[src/rtl/ssl_pkg.sv]
// ----------------------------------------------------------------------------
// Step sequencer package
// Types, codes, reset constants and step table lookups for the sequencer.
// ----------------------------------------------------------------------------
package ssl_pkg;

    localparam int STEPS_DEF      = 16;
    localparam int MAX_VOICES_DEF = 16;
    localparam int COUNT_BITS_DEF = 24;

    localparam logic [23:0] SPB_RESET     = 24'd22050;
    localparam logic [7:0]  SHUFFLE_RESET = 8'd128;
    localparam logic [4:0]  VOICE_RESET   = 5'd16;
    localparam logic [8:0]  Q_ONE         = 9'd256;
    localparam logic [33:0] ROUND_HALF    = 34'd128;
    localparam int          HW_VOICES     = 16;

    localparam logic [1:0] MODE_SKIP = 2'd1;
    localparam logic [1:0] MODE_LOOP = 2'd2;

    typedef enum logic [1:0] {
        REQ_TICK  = 2'd0,
        REQ_STOP  = 2'd1,
        REQ_PAUSE = 2'd2,
        REQ_PLAY  = 2'd3
    } req_t;

    typedef enum logic [1:0] {
        RM_STOP  = 2'd0,
        RM_PAUSE = 2'd1,
        RM_PLAY  = 2'd2
    } run_mode_t;

    typedef enum logic [2:0] {
        CFG_STEP_MODES   = 3'd0,
        CFG_PROB_LO      = 3'd1,
        CFG_PROB_HI      = 3'd2,
        CFG_SPB          = 3'd3,
        CFG_SHUFFLE      = 3'd4,
        CFG_VOICE_COUNT  = 3'd5
    } cfg_reg_t;

    typedef enum logic [2:0] {
        ST_IDLE,
        ST_SEARCH,
        ST_MUL,
        ST_VOICE,
        ST_COMMIT
    } seq_state_t;

    typedef struct packed {
        req_t       req_type;
        logic [7:0] random_draw;
    } ssl_in_t;

    typedef struct packed {
        logic [3:0] step_index;
        logic       note_fires;
        logic [3:0] release_voice;
        logic [3:0] play_voice;
    } ssl_out_t;

    // Two mode bits per step; steps 16 and up read as normal.
    function automatic logic [1:0] mode_of(input logic [31:0] modes, input logic [4:0] s);
        logic [1:0] m;
        m = s[4] ? 2'd0 : modes[{s[3:0], 1'b0} +: 2];
        return m;
    endfunction

    // One probability byte per step; steps 16 and up read as zero.
    function automatic logic [7:0] prob_of(input logic [63:0] lo, input logic [63:0] hi,
                                           input logic [4:0] s);
        logic [7:0] p;
        if (s[4]) begin
            p = 8'd0;
        end else if (s[3]) begin
            p = hi[{s[2:0], 3'b000} +: 8];
        end else begin
            p = lo[{s[2:0], 3'b000} +: 8];
        end
        return p;
    endfunction

endpackage

[src/rtl/ssl_reload_unit.sv]
// ----------------------------------------------------------------------------
// Swing countdown reload unit
// Scales samples_per_beat by the swing fraction, rounds half up, saturates.
// ----------------------------------------------------------------------------
module ssl_reload_unit import ssl_pkg::*; #(
    parameter int COUNT_BITS = COUNT_BITS_DEF
) (
    input  logic                  aclk,
    input  logic                  load,
    input  logic                  odd_half,
    input  logic [7:0]            shuffle,
    input  logic [23:0]           samples_per_beat,
    output logic [COUNT_BITS-1:0] reload
);

    localparam int EXT_W = (COUNT_BITS > 26) ? COUNT_BITS + 1 : 27;

    logic [8:0]       frac;
    logic [32:0]      prod_next;
    logic [32:0]      prod_reg;
    logic [33:0]      rounded;
    logic [EXT_W-1:0] scaled;
    logic [EXT_W-1:0] cap;

    // Odd half takes shuffle, even half takes one minus shuffle.
    assign frac      = odd_half ? {1'b0, shuffle} : (Q_ONE - {1'b0, shuffle});
    assign prod_next = 33'(samples_per_beat) * 33'(frac);

    always_ff @(posedge aclk) begin
        if (load) begin
            prod_reg <= prod_next;
        end
    end

    assign rounded = 34'(prod_reg) + ROUND_HALF;
    assign scaled  = EXT_W'(rounded[33:8]);
    assign cap     = EXT_W'({COUNT_BITS{1'b1}});
    assign reload  = (scaled > cap) ? {COUNT_BITS{1'b1}} : scaled[COUNT_BITS-1:0];

endmodule

[src/rtl/step_sequencer_swing_skip_loop.sv]
// ----------------------------------------------------------------------------
// Step sequencer with swing, skip and loop steps
// One beat per audio sample; emits a step event when a step is entered.
// ----------------------------------------------------------------------------
// Timing: a beat that does not advance the step (stop, pause, play, or a tick
// that finds the countdown running or the sequencer not playing) is taken and
// the block is ready again in the next cycle. A tick that advances the step
// passes through the search, multiply, voice and commit states before the
// block is ready again. The search walks past 0 to STEPS skip steps, one step
// per cycle through a single step incrementer, and the round-robin voice wrap
// needs 0 to 8 subtractions in a single voice subtractor. One result beat is
// held in an output register, so the block takes new beats while a result
// waits; it only stalls in the commit state of an advance if the previous
// result has not been taken yet. Configuration writes land in one cycle and
// must be made while the block is idle.
// ----------------------------------------------------------------------------
module step_sequencer_swing_skip_loop import ssl_pkg::*; #(
    parameter int STEPS      = STEPS_DEF,
    parameter int MAX_VOICES = MAX_VOICES_DEF,
    parameter int COUNT_BITS = COUNT_BITS_DEF
) (
    input  logic        aclk,
    input  logic        aresetn,
    // configuration write port
    input  logic        cfg_wr_en,
    input  logic [2:0]  cfg_index,
    input  logic [63:0] cfg_wdata,
    // request beats
    input  logic        s_valid,
    output logic        s_ready,
    input  ssl_in_t     s_data,
    // step event beats
    output logic        m_valid,
    input  logic        m_ready,
    output ssl_out_t    m_data
);

    localparam int STEP_W    = $clog2(STEPS);
    localparam int TRY_W     = $clog2(STEPS + 1);
    localparam int VOICE_CAP = (MAX_VOICES < HW_VOICES) ? MAX_VOICES : HW_VOICES;

    // ------------------------------------------------------------------
    // Configuration registers
    // ------------------------------------------------------------------
    logic [31:0] step_modes_reg;
    logic [63:0] prob_lo_reg;
    logic [63:0] prob_hi_reg;
    logic [23:0] spb_reg;
    logic [7:0]  shuffle_reg;
    logic [4:0]  voice_count_reg;

    always_ff @(posedge aclk) begin
        if (!aresetn) begin
            step_modes_reg  <= '0;
            prob_lo_reg     <= '0;
            prob_hi_reg     <= '0;
            spb_reg         <= SPB_RESET;
            shuffle_reg     <= SHUFFLE_RESET;
            voice_count_reg <= VOICE_RESET;
        end else if (cfg_wr_en) begin
            case (cfg_index)
                CFG_STEP_MODES:  step_modes_reg  <= cfg_wdata[31:0];
                CFG_PROB_LO:     prob_lo_reg     <= cfg_wdata;
                CFG_PROB_HI:     prob_hi_reg     <= cfg_wdata;
                CFG_SPB:         spb_reg         <= cfg_wdata[23:0];
                CFG_SHUFFLE:     shuffle_reg     <= cfg_wdata[7:0];
                CFG_VOICE_COUNT: voice_count_reg <= cfg_wdata[4:0];
                default: begin
                end
            endcase
        end
    end

    // ------------------------------------------------------------------
    // Sequence state and sequencer working registers
    // ------------------------------------------------------------------
    seq_state_t            state_reg, state_next;
    logic [STEP_W-1:0]     pos_reg, pos_next;
    logic                  first_reg, first_next;
    logic [COUNT_BITS-1:0] count_reg, count_next;
    logic                  odd_reg, odd_next;
    logic [3:0]            voice_reg, voice_next;
    run_mode_t             run_reg, run_next;

    logic [STEP_W-1:0]     cand_reg, cand_next;    // step under test
    logic [TRY_W-1:0]      tries_reg, tries_next;
    logic [7:0]            draw_reg, draw_next;
    logic                  fires_reg, fires_next;
    logic [4:0]            vtmp_reg, vtmp_next;    // voice wrap remainder

    logic                  out_valid_reg, out_valid_next;
    ssl_out_t              out_reg, out_next;

    // ------------------------------------------------------------------
    // Shared helpers
    // ------------------------------------------------------------------
    logic [4:0]            voices;
    logic                  rotate;
    logic [STEP_W-1:0]     first_cand;
    logic [STEP_W-1:0]     step_cand;
    logic [STEP_W-1:0]     inc_in;
    logic [STEP_W-1:0]     inc_out;
    logic                  skip_more;
    logic                  mul_load;
    logic [COUNT_BITS-1:0] reload;
    logic                  accept;
    logic                  out_free;

    // Limit the voice count to what the design holds.
    assign voices = (voice_count_reg > 5'(VOICE_CAP)) ? 5'(VOICE_CAP) : voice_count_reg;
    assign rotate = fires_reg && (voices > 5'd1);

    // Single step incrementer with wrap at STEPS, shared by entry and search.
    assign inc_in  = (state_reg == ST_SEARCH) ? cand_reg : pos_reg;
    assign inc_out = (inc_in == STEP_W'(STEPS - 1)) ? '0 : inc_in + 1'b1;

    // First candidate: step 0 before the first step, else the next step.
    // A loop step sends the sequence back to step 0.
    always_comb begin
        first_cand = first_reg ? '0 : inc_out;
        if (mode_of(step_modes_reg, 5'(first_cand)) == MODE_LOOP) begin
            first_cand = '0;
        end
        step_cand = inc_out;
        if (mode_of(step_modes_reg, 5'(inc_out)) == MODE_LOOP) begin
            step_cand = '0;
        end
    end

    // Keep walking while on a skip step, short of a full lap.
    assign skip_more = (mode_of(step_modes_reg, 5'(cand_reg)) == MODE_SKIP)
                       && (first_reg || (cand_reg != pos_reg))
                       && (tries_reg < TRY_W'(STEPS));

    ssl_reload_unit #(
        .COUNT_BITS (COUNT_BITS)
    ) u_reload (
        .aclk             (aclk),
        .load             (mul_load),
        .odd_half         (odd_reg),
        .shuffle          (shuffle_reg),
        .samples_per_beat (spb_reg),
        .reload           (reload)
    );

    assign s_ready  = (state_reg == ST_IDLE);
    assign accept   = s_valid && s_ready;
    assign out_free = !out_valid_reg || m_ready;

    // ------------------------------------------------------------------
    // Sequencer
    // ------------------------------------------------------------------
    always_comb begin
        state_next     = state_reg;
        pos_next       = pos_reg;
        first_next     = first_reg;
        count_next     = count_reg;
        odd_next       = odd_reg;
        voice_next     = voice_reg;
        run_next       = run_reg;
        cand_next      = cand_reg;
        tries_next     = tries_reg;
        draw_next      = draw_reg;
        fires_next     = fires_reg;
        vtmp_next      = vtmp_reg;
        out_next       = out_reg;
        out_valid_next = out_valid_reg && !m_ready;
        mul_load       = 1'b0;

        case (state_reg)
            ST_IDLE: begin
                if (accept) begin
                    case (s_data.req_type)
                        REQ_STOP: begin
                            // Clear the sequence as at reset; registers stay.
                            pos_next   = '0;
                            first_next = 1'b1;
                            count_next = '0;
                            odd_next   = 1'b0;
                            voice_next = '0;
                            run_next   = RM_STOP;
                        end
                        REQ_PAUSE: run_next = RM_PAUSE;
                        REQ_PLAY:  run_next = RM_PLAY;
                        REQ_TICK: begin
                            if ((count_reg == '0) && (run_reg == RM_PLAY)) begin
                                // Countdown expired: start the step search.
                                cand_next  = first_cand;
                                tries_next = '0;
                                draw_next  = s_data.random_draw;
                                state_next = ST_SEARCH;
                            end else if (count_reg != '0) begin
                                count_next = count_reg - 1'b1;
                            end
                        end
                        default: begin
                        end
                    endcase
                end
            end

            ST_SEARCH: begin
                if (skip_more) begin
                    cand_next  = step_cand;
                    tries_next = tries_reg + 1'b1;
                end else begin
                    state_next = ST_MUL;
                end
            end

            ST_MUL: begin
                // Product goes into the reload unit; decide the note meanwhile.
                mul_load   = 1'b1;
                fires_next = draw_reg < prob_of(prob_lo_reg, prob_hi_reg, 5'(cand_reg));
                vtmp_next  = {1'b0, voice_reg};
                if ((draw_reg < prob_of(prob_lo_reg, prob_hi_reg, 5'(cand_reg)))
                    && (voices > 5'd1)) begin
                    vtmp_next = {1'b0, voice_reg} + 5'd1;
                end
                state_next = ST_VOICE;
            end

            ST_VOICE: begin
                // Wrap the next voice by repeated subtraction.
                if (rotate && (vtmp_reg >= voices)) begin
                    vtmp_next = vtmp_reg - voices;
                end else begin
                    state_next = ST_COMMIT;
                end
            end

            ST_COMMIT: begin
                if (out_free) begin
                    out_next.step_index    = 4'(cand_reg);
                    out_next.note_fires    = fires_reg;
                    out_next.release_voice = voice_reg;
                    out_next.play_voice    = fires_reg ? vtmp_reg[3:0] : 4'd0;
                    out_valid_next         = 1'b1;
                    pos_next               = cand_reg;
                    first_next             = 1'b0;
                    odd_next               = !odd_reg;
                    // Reload, then count this sample as well.
                    count_next             = (reload != '0) ? reload - 1'b1 : reload;
                    if (fires_reg) begin
                        voice_next = vtmp_reg[3:0];
                    end
                    state_next             = ST_IDLE;
                end
            end

            default: state_next = ST_IDLE;
        endcase
    end

    always_ff @(posedge aclk) begin
        if (!aresetn) begin
            state_reg     <= ST_IDLE;
            pos_reg       <= '0;
            first_reg     <= 1'b1;
            count_reg     <= '0;
            odd_reg       <= 1'b0;
            voice_reg     <= '0;
            run_reg       <= RM_STOP;
            out_valid_reg <= 1'b0;
        end else begin
            state_reg     <= state_next;
            pos_reg       <= pos_next;
            first_reg     <= first_next;
            count_reg     <= count_next;
            odd_reg       <= odd_next;
            voice_reg     <= voice_next;
            run_reg       <= run_next;
            out_valid_reg <= out_valid_next;
        end
    end

    // Working registers carry no reset.
    always_ff @(posedge aclk) begin
        cand_reg  <= cand_next;
        tries_reg <= tries_next;
        draw_reg  <= draw_next;
        fires_reg <= fires_next;
        vtmp_reg  <= vtmp_next;
        out_reg   <= out_next;
    end

    assign m_valid = out_valid_reg;
    assign m_data  = out_reg;

endmodule

[config.mk]
export PLATFORM = sky130hd
export DESIGN_NAME = step_sequencer_swing_skip_loop
export DESIGN_NICKNAME = d
export VERILOG_FILES = /design/src/rtl/ssl_pkg.sv /design/src/rtl/ssl_reload_unit.sv /design/src/rtl/step_sequencer_swing_skip_loop.sv
export SDC_FILE = /design/constraint.sdc
export NUM_CORES = 1
export LEC_CHECK = 0
export BUFFER_PORTS_ARGS = -buffer_cell sky130_fd_sc_hd__clkbuf_2
export CORE_ASPECT_RATIO = 1.5
export CORE_MARGIN = 2
export CORE_UTILIZATION = 40
export CTS_BUF_LIST = sky130_fd_sc_hd__clkbuf_4 sky130_fd_sc_hd__clkbuf_8
export DETAILED_ROUTE_END_ITERATION = 10
export GPL_TIMING_DRIVEN = 0
export SETUP_SLACK_MARGIN = 0.02
export SKIP_CTS_REPAIR_TIMING = 1
export SYNTH_ARGS = -nofsm -noshare
export SYNTH_HDL_FRONTEND = slang
export SYNTH_HIERARCHICAL = 1
export SYNTH_SLANG_ARGS = --single-unit
[constraint.sdc]
create_clock -name aclk -period 5.95 [get_ports aclk]
set_input_delay 0.595 -clock aclk [delete_from_list [all_inputs] [get_ports aclk]]
set_output_delay 0.595 -clock aclk [all_outputs]
set_load 0.01 [all_outputs]
Word-level counts from Yosys, hierarchy flattened
Index checks and enable logic that the tools add are counted.

Flip-flop bits (word level): 306. Bits of input ports: 82. Output and inout port bits: 15. Logic and storage cells: 169.

$add $sub $neg: 8. $mul: 1. $lt $le $gt $ge: 6. Eq/ne operators: 31. Shifts and indexed selects: 5. Muxes and demuxes: 56. Reduce and logical (&&, ||, !) cells: 38.

Operators with widths (number): $mux W24 (6); $shiftx A64 B7 Y8 (2); $pmux W24 S2 (2); $shiftx A32 B6 Y2 (3); $mux W4 (14); $reduce_bool A24 Y1 (2); $sub A24 B1 Y24 const B (2); $mux W5 (7); $add A33 B8 Y34 const B (1); $mul A24 B9 Y33 (1); $gt A26 B24 Y1 const B (1); $logic_not A24 Y1 (1); $pmux W4 S2 (3); $pmux W5 S2 (2); $mux W3 (6); $mux W8 (2); $reduce_and A2 Y1 (8); $pmux W3 S5 (1); $eq A3 B2 Y1 const B (4); $ne A2 B2 Y1 const B (6); $reduce_and A6 Y1 (2); $eq A2 B2 Y1 const B (5); $reduce_and A5 Y1 (2); $eq A3 B3 Y1 const B (3); 30 further kinds (59).

Depth between registers and ports, before layout
Depth in word-level cells: 12. Gate-level depth with buffers: 26. Depth with buffers taken out: 22.

Modules after synthesis
The synthesis kept the hierarchy.

By module, submodules not included: step_sequencer_swing_skip_loop (times used 1, cells each 1554, area an instance 13141.4 µm²); ssl_reload_unit (times used 1, cells each 969, area an instance 8365.5 µm²).

Worst setup path after synthesis
OpenSTA, ideal clock, no wires.

Kind: reg-to-reg. Start: register shuffle_reg[0]. End: register u_reload.prod_reg[29] (data pin). Setup time: 0.263 ns. Arrival: 5.734 ns. Path slack: -0.047 ns. Cell stages (with the launch flop): 25. Path buffers: 4. Path through: dfxtp_1 > buf_2 > clkbuf_1 > inv_1 > ha_1 > nand2_1 > nor3_1 > nor4b_1 > clkbuf_1 > nand2_1 > fa_1 > fa_1 > inv_1 > fa_1 > inv_1 > fa_1 > inv_1 > ha_1 > clkbuf_1 > a21oi_1 > o211ai_1 > a211oi_1 > a2bb2oi_4 > a311oi_1 > xnor2_1.

Word-level cells in the longest chain between the ends: 3.

RTL lines: from (decl) (RTL line step_sequencer_swing_skip_loop.sv:49) `logic [7:0] shuffle_reg;`; from (signal assigned) (RTL line step_sequencer_swing_skip_loop.sv:66) `CFG_SHUFFLE: shuffle_reg <= cfg_wdata[7:0];`; $sub A9 B8 Y9 (RTL line ssl_reload_unit.sv:26) `assign frac = odd_half ? {1'b0, shuffle} : (Q_ONE - {1'b0, shuffle});`; $mux W9 (*) (RTL line ssl_reload_unit.sv:26); $mul A24 B9 Y33 (*) (RTL line ssl_reload_unit.sv:27) `assign prod_next = 33'(samples_per_beat) * 33'(frac);`; named net u_reload.prod_next[29] (RTL line ssl_reload_unit.sv:19) `logic [32:0] prod_next;`; to (signal assigned) (RTL line ssl_reload_unit.sv:31) `prod_reg <= prod_next;`; to (decl) (RTL line ssl_reload_unit.sv:20) `logic [32:0] prod_reg;`.

Mark *: on every way through the listed nets, which the timed path passes. The rest lies on a longest branch. A chain may end at the register's enable or synchronous reset.

Final worst setup path
Same ends and word-level chain as after synthesis.

==> metrics.md <==
| Metric | Value |
|---|---|
| Status | `complete, no violations` |
| Leak Pwr | `9.96 nW` |
| I/O pins | `97` |
| FF-to-FF Start | `shuffle_reg[0]$_SDFFE_PN0P_` |
| Crit-path cells | `buf_8, buf_8, inv_2, ha_4, nand2_2, nor3_4, nor4b_4, buf_6, buf_8, and2_1, fa_1, fa_1, fa_1, inv_1, fa_1, inv_1, ha_2, a21oi_1, o21ai_1, a211oi_2, a2bb2oi_4, a311oi_2, xnor2_1` |
| Psw | `1.68 mW` |
| Gr usage total | `0.239` |
| Placed cell count | `3307` |
| Setup Skew | `0.0474 ns` |
| Initial antenna violation count | `3` |
| Layout area overhead | `15.2%` |
| Non-Filler Instances | `3417` |
| Syn Nets | `2829` |
| Mapped Cells | `2523` |
| Post-synthesis register bit count | `299` |
| Vias per std cell | `5.46` |
| Syn Std Cell Area | `21500 sq um` |
| Cts bufs inserted | `46` |
| Buf/Inv on CP | `7` |
| Initial core utilization | `0.403` |
| Layout cells sized above 1 | `0.149` |
| CP top delay family | `adder cells` |
| Worst-Margin Slew | `1.24 ns` |
| DR DRC count | `0` |
| Worst EP arrival | `6.19 ns` |
| Pre-CTS setup slack | `-1.50 ns` |
| Number of global-route vias before repair | `19000` |
| Wire per inst | `20.0 um` |
| Nets@finish | `2999` |
| Worst stage delay on the critical path | `0.54 ns` |
| Sink Count | `299` |
| Hold Crit Class | `primary input to register` |
| Initial DRT Pass Iterations | `5` |
| Mean post-synth cell area | `8.52 sq um` |
| PwrDens | `213 nW/um^2` |
| PnR worst setup slack | `0.0827 ns` |
| Rows | `104` |
| Fmax | `170 MHz` |
| Setup-failing EPs final | `0` |
| Hold Fails Final Rpt | `0` |
| Total of max-cap violations | `0` |
| Die width | `193 um` |
| Final wirelength | `68200 um` |
| Combinational share of power | `0.238` |
| Critical Path Source Type | `register` |
| Final TNS setup | `0 ns` |
| HPWL after DPL | `53200 um` |
| DRT iter0 DRCs | `1267` |
| Seq/Total Area, Yosys | `0.307` |
| ANT nets after route | `0` |
| Die span in y | `288 um` |
| Layout fillers | `5284` |
| Vias post-DR | `18600` |
| Min-delay src | `s_data[5]` |
| Setup Crit Path Kind | `register to register` |
| Final min period | `5.87 ns` |
| Worst Setup SP | `shuffle_reg[0]$_SDFFE_PN0P_` |
| GPL Wtd Cong | `0.920` |
| Peak fanout along the critical path | `10` |
| Port Buffers | `95` |
| CP required | `6.27 ns` |
| TritonCTS clock tree | `yes` |
| Full die area | `55700 sq um` |
| Clock share of power | `0.354` |
| Critical path's slowest cell | `fa_1` |
| Sequential cell fraction of total power | `0.408` |
| Max Root-Sink Buffers | `3` |
| Core Footprint | `53400 sq um` |
| Worst Setup End Kind | `register` |
| Synth Warn # | `6` |
| Net Sw Frac | `0.317` |
| Cell repeated most along the worst path | `fa_1` |
| Post-synthesis cell type count | `87` |
| First-pass GRT wire length | `105000 um` |
| Clk root buf | `clkbuf_8` |
| Top FF cell, synth | `dfxtp_1` |
| Post-layout util | `0.464` |
| Largest net degree at the start of global routing | `29` |
| Post-synth EDFFs | `62` |
| Clock H-tree levels | `2` |
| Fin crit share | `0.986` |
| Internal power | `3.61 mW` |
| GR Overflow Total | `0` |
| Max_slew headroom | `0.172` |
| Post-synth ARST share | `0` |
| Maximum VDD drop | `0.182 mV` |
| Slew Limit Fails | `0` |
| Skew-Pair Late Insertion Delay | `0.61 ns` |
| Worst-path clk slew | `0.06 ns` |
[kinds of logic after synthesis]
family	share of synthesized area
adders and majority gates	0.184
buffers and inverters	0.0667
AOI/OAI and AO/OA	0.137
DFF	0.307
and+or+nand+nor	0.220
xor gates and xnor gates	0.0330
muxes	0.0516
[power by group through the flow]
stage	registers [mW]	logic, mW	clock network (mW)
after floorplan	2.19	0.702	0
after global placement	2.20	1.05	0
after detailed placement	2.20	1.07	0
after CTS	2.16	1.07	1.90
after global routing	2.16	1.37	1.99
final	2.16	1.26	1.87
[metal layers]
metal | routed length (um) | global-route usage | vias up
li1 | - | - | 8774
met1 | 25000 | 0.256 | 9157
met2 | 36300 | 0.451 | 509
met3 | 2660 | 0.0254 | 198
met4 | 4260 | 0.147 | 4
met5 | 23 | 0 | -
[worst paths after layout]
| kind | endpoint | slack (ns) | cells past startpoint |
|---|---|---|---|
| max | u_reload/prod_reg[29]$_DFFE_PP_ | 0.08 | 23 |
| min | draw_reg[5]$_DFFE_PP_ | 0.16 | 1 |
| max reg2reg | u_reload/prod_reg[29]$_DFFE_PP_ | 0.08 | 23 |
| min reg2reg | prob_hi_reg[31]$_SDFFE_PN0P_ | 0.45 | 2 |
[worst reg2reg max path, stage by stage (launching register included)]
cell and delay (ns):
dfxtp_2 0.33, buf_8 0.14, buf_8 0.15, inv_2 0.07, ha_4 0.15, nand2_2 0.06, nor3_4 0.23, nor4b_4 0.25
buf_6 0.18, buf_8 0.14, and2_1 0.16, fa_1 0.42, fa_1 0.52, fa_1 0.54, inv_1 0.06, fa_1 0.41
inv_1 0.21, ha_2 0.37, a21oi_1 0.18, o21ai_1 0.16, a211oi_2 0.27, a2bb2oi_4 0.12, a311oi_2 0.30, xnor2_1 0.17
[layout make-up]
cell class	count	area, sq um	share of cell area
clock buffer	66	846	0.0341
multi-input combinational	1854	14100	0.567
antenna	1	2.50	0.000101
inverter	220	826	0.0333
sequential	299	6610	0.267
buffer	143	689	0.0278
clock inverter	16	135	0.00545
timing repair buffer	129	754	0.0304
tap	689	862	0.0348
[through the flow]
stage          area (sq um)  power [mW]  hold slack, ns
3_3_place_gp          22900        3.25           0.429
2_1_floorplan         21500        2.89           0.421
3_5_place_dp          22900        3.27           0.444
6_report              24800        5.29           0.157
4_1_cts               23800        5.13           0.135
5_1_grt               24800        5.52           0.139
[synthesized netlist by cell type (all sizes together), types with 40 or more instances]
cell    number  area [sq um]
a21oi      269          1360
and2       134           838
clkbuf     119           447
dfxtp      237          4740
edfxtp      62          1860
fa         155          3100
ha          69           863
inv        219           822
mux4        40           901
nand2      581          2180
nand3       43           225
nor2        70           263
o21ai       65           325
xor2        46           403
[cells in the final DEF (no fill, tap or decap), types with 49 or more instances in the layout]
cell      netlist  routed
fa_1          155     152
nor2_1         70      66
dfxtp_1       237     236
and2_1        133     130
clkbuf_1      119      94
inv_1         218     212
clkbuf_8        0      56
o21ai_0        62      55
clkbuf_2        0      98
edfxtp_1       62      62
a21oi_1       268     254
ha_1           69      49
nand2_1       581     577
(Power assumes the default switching activity.)
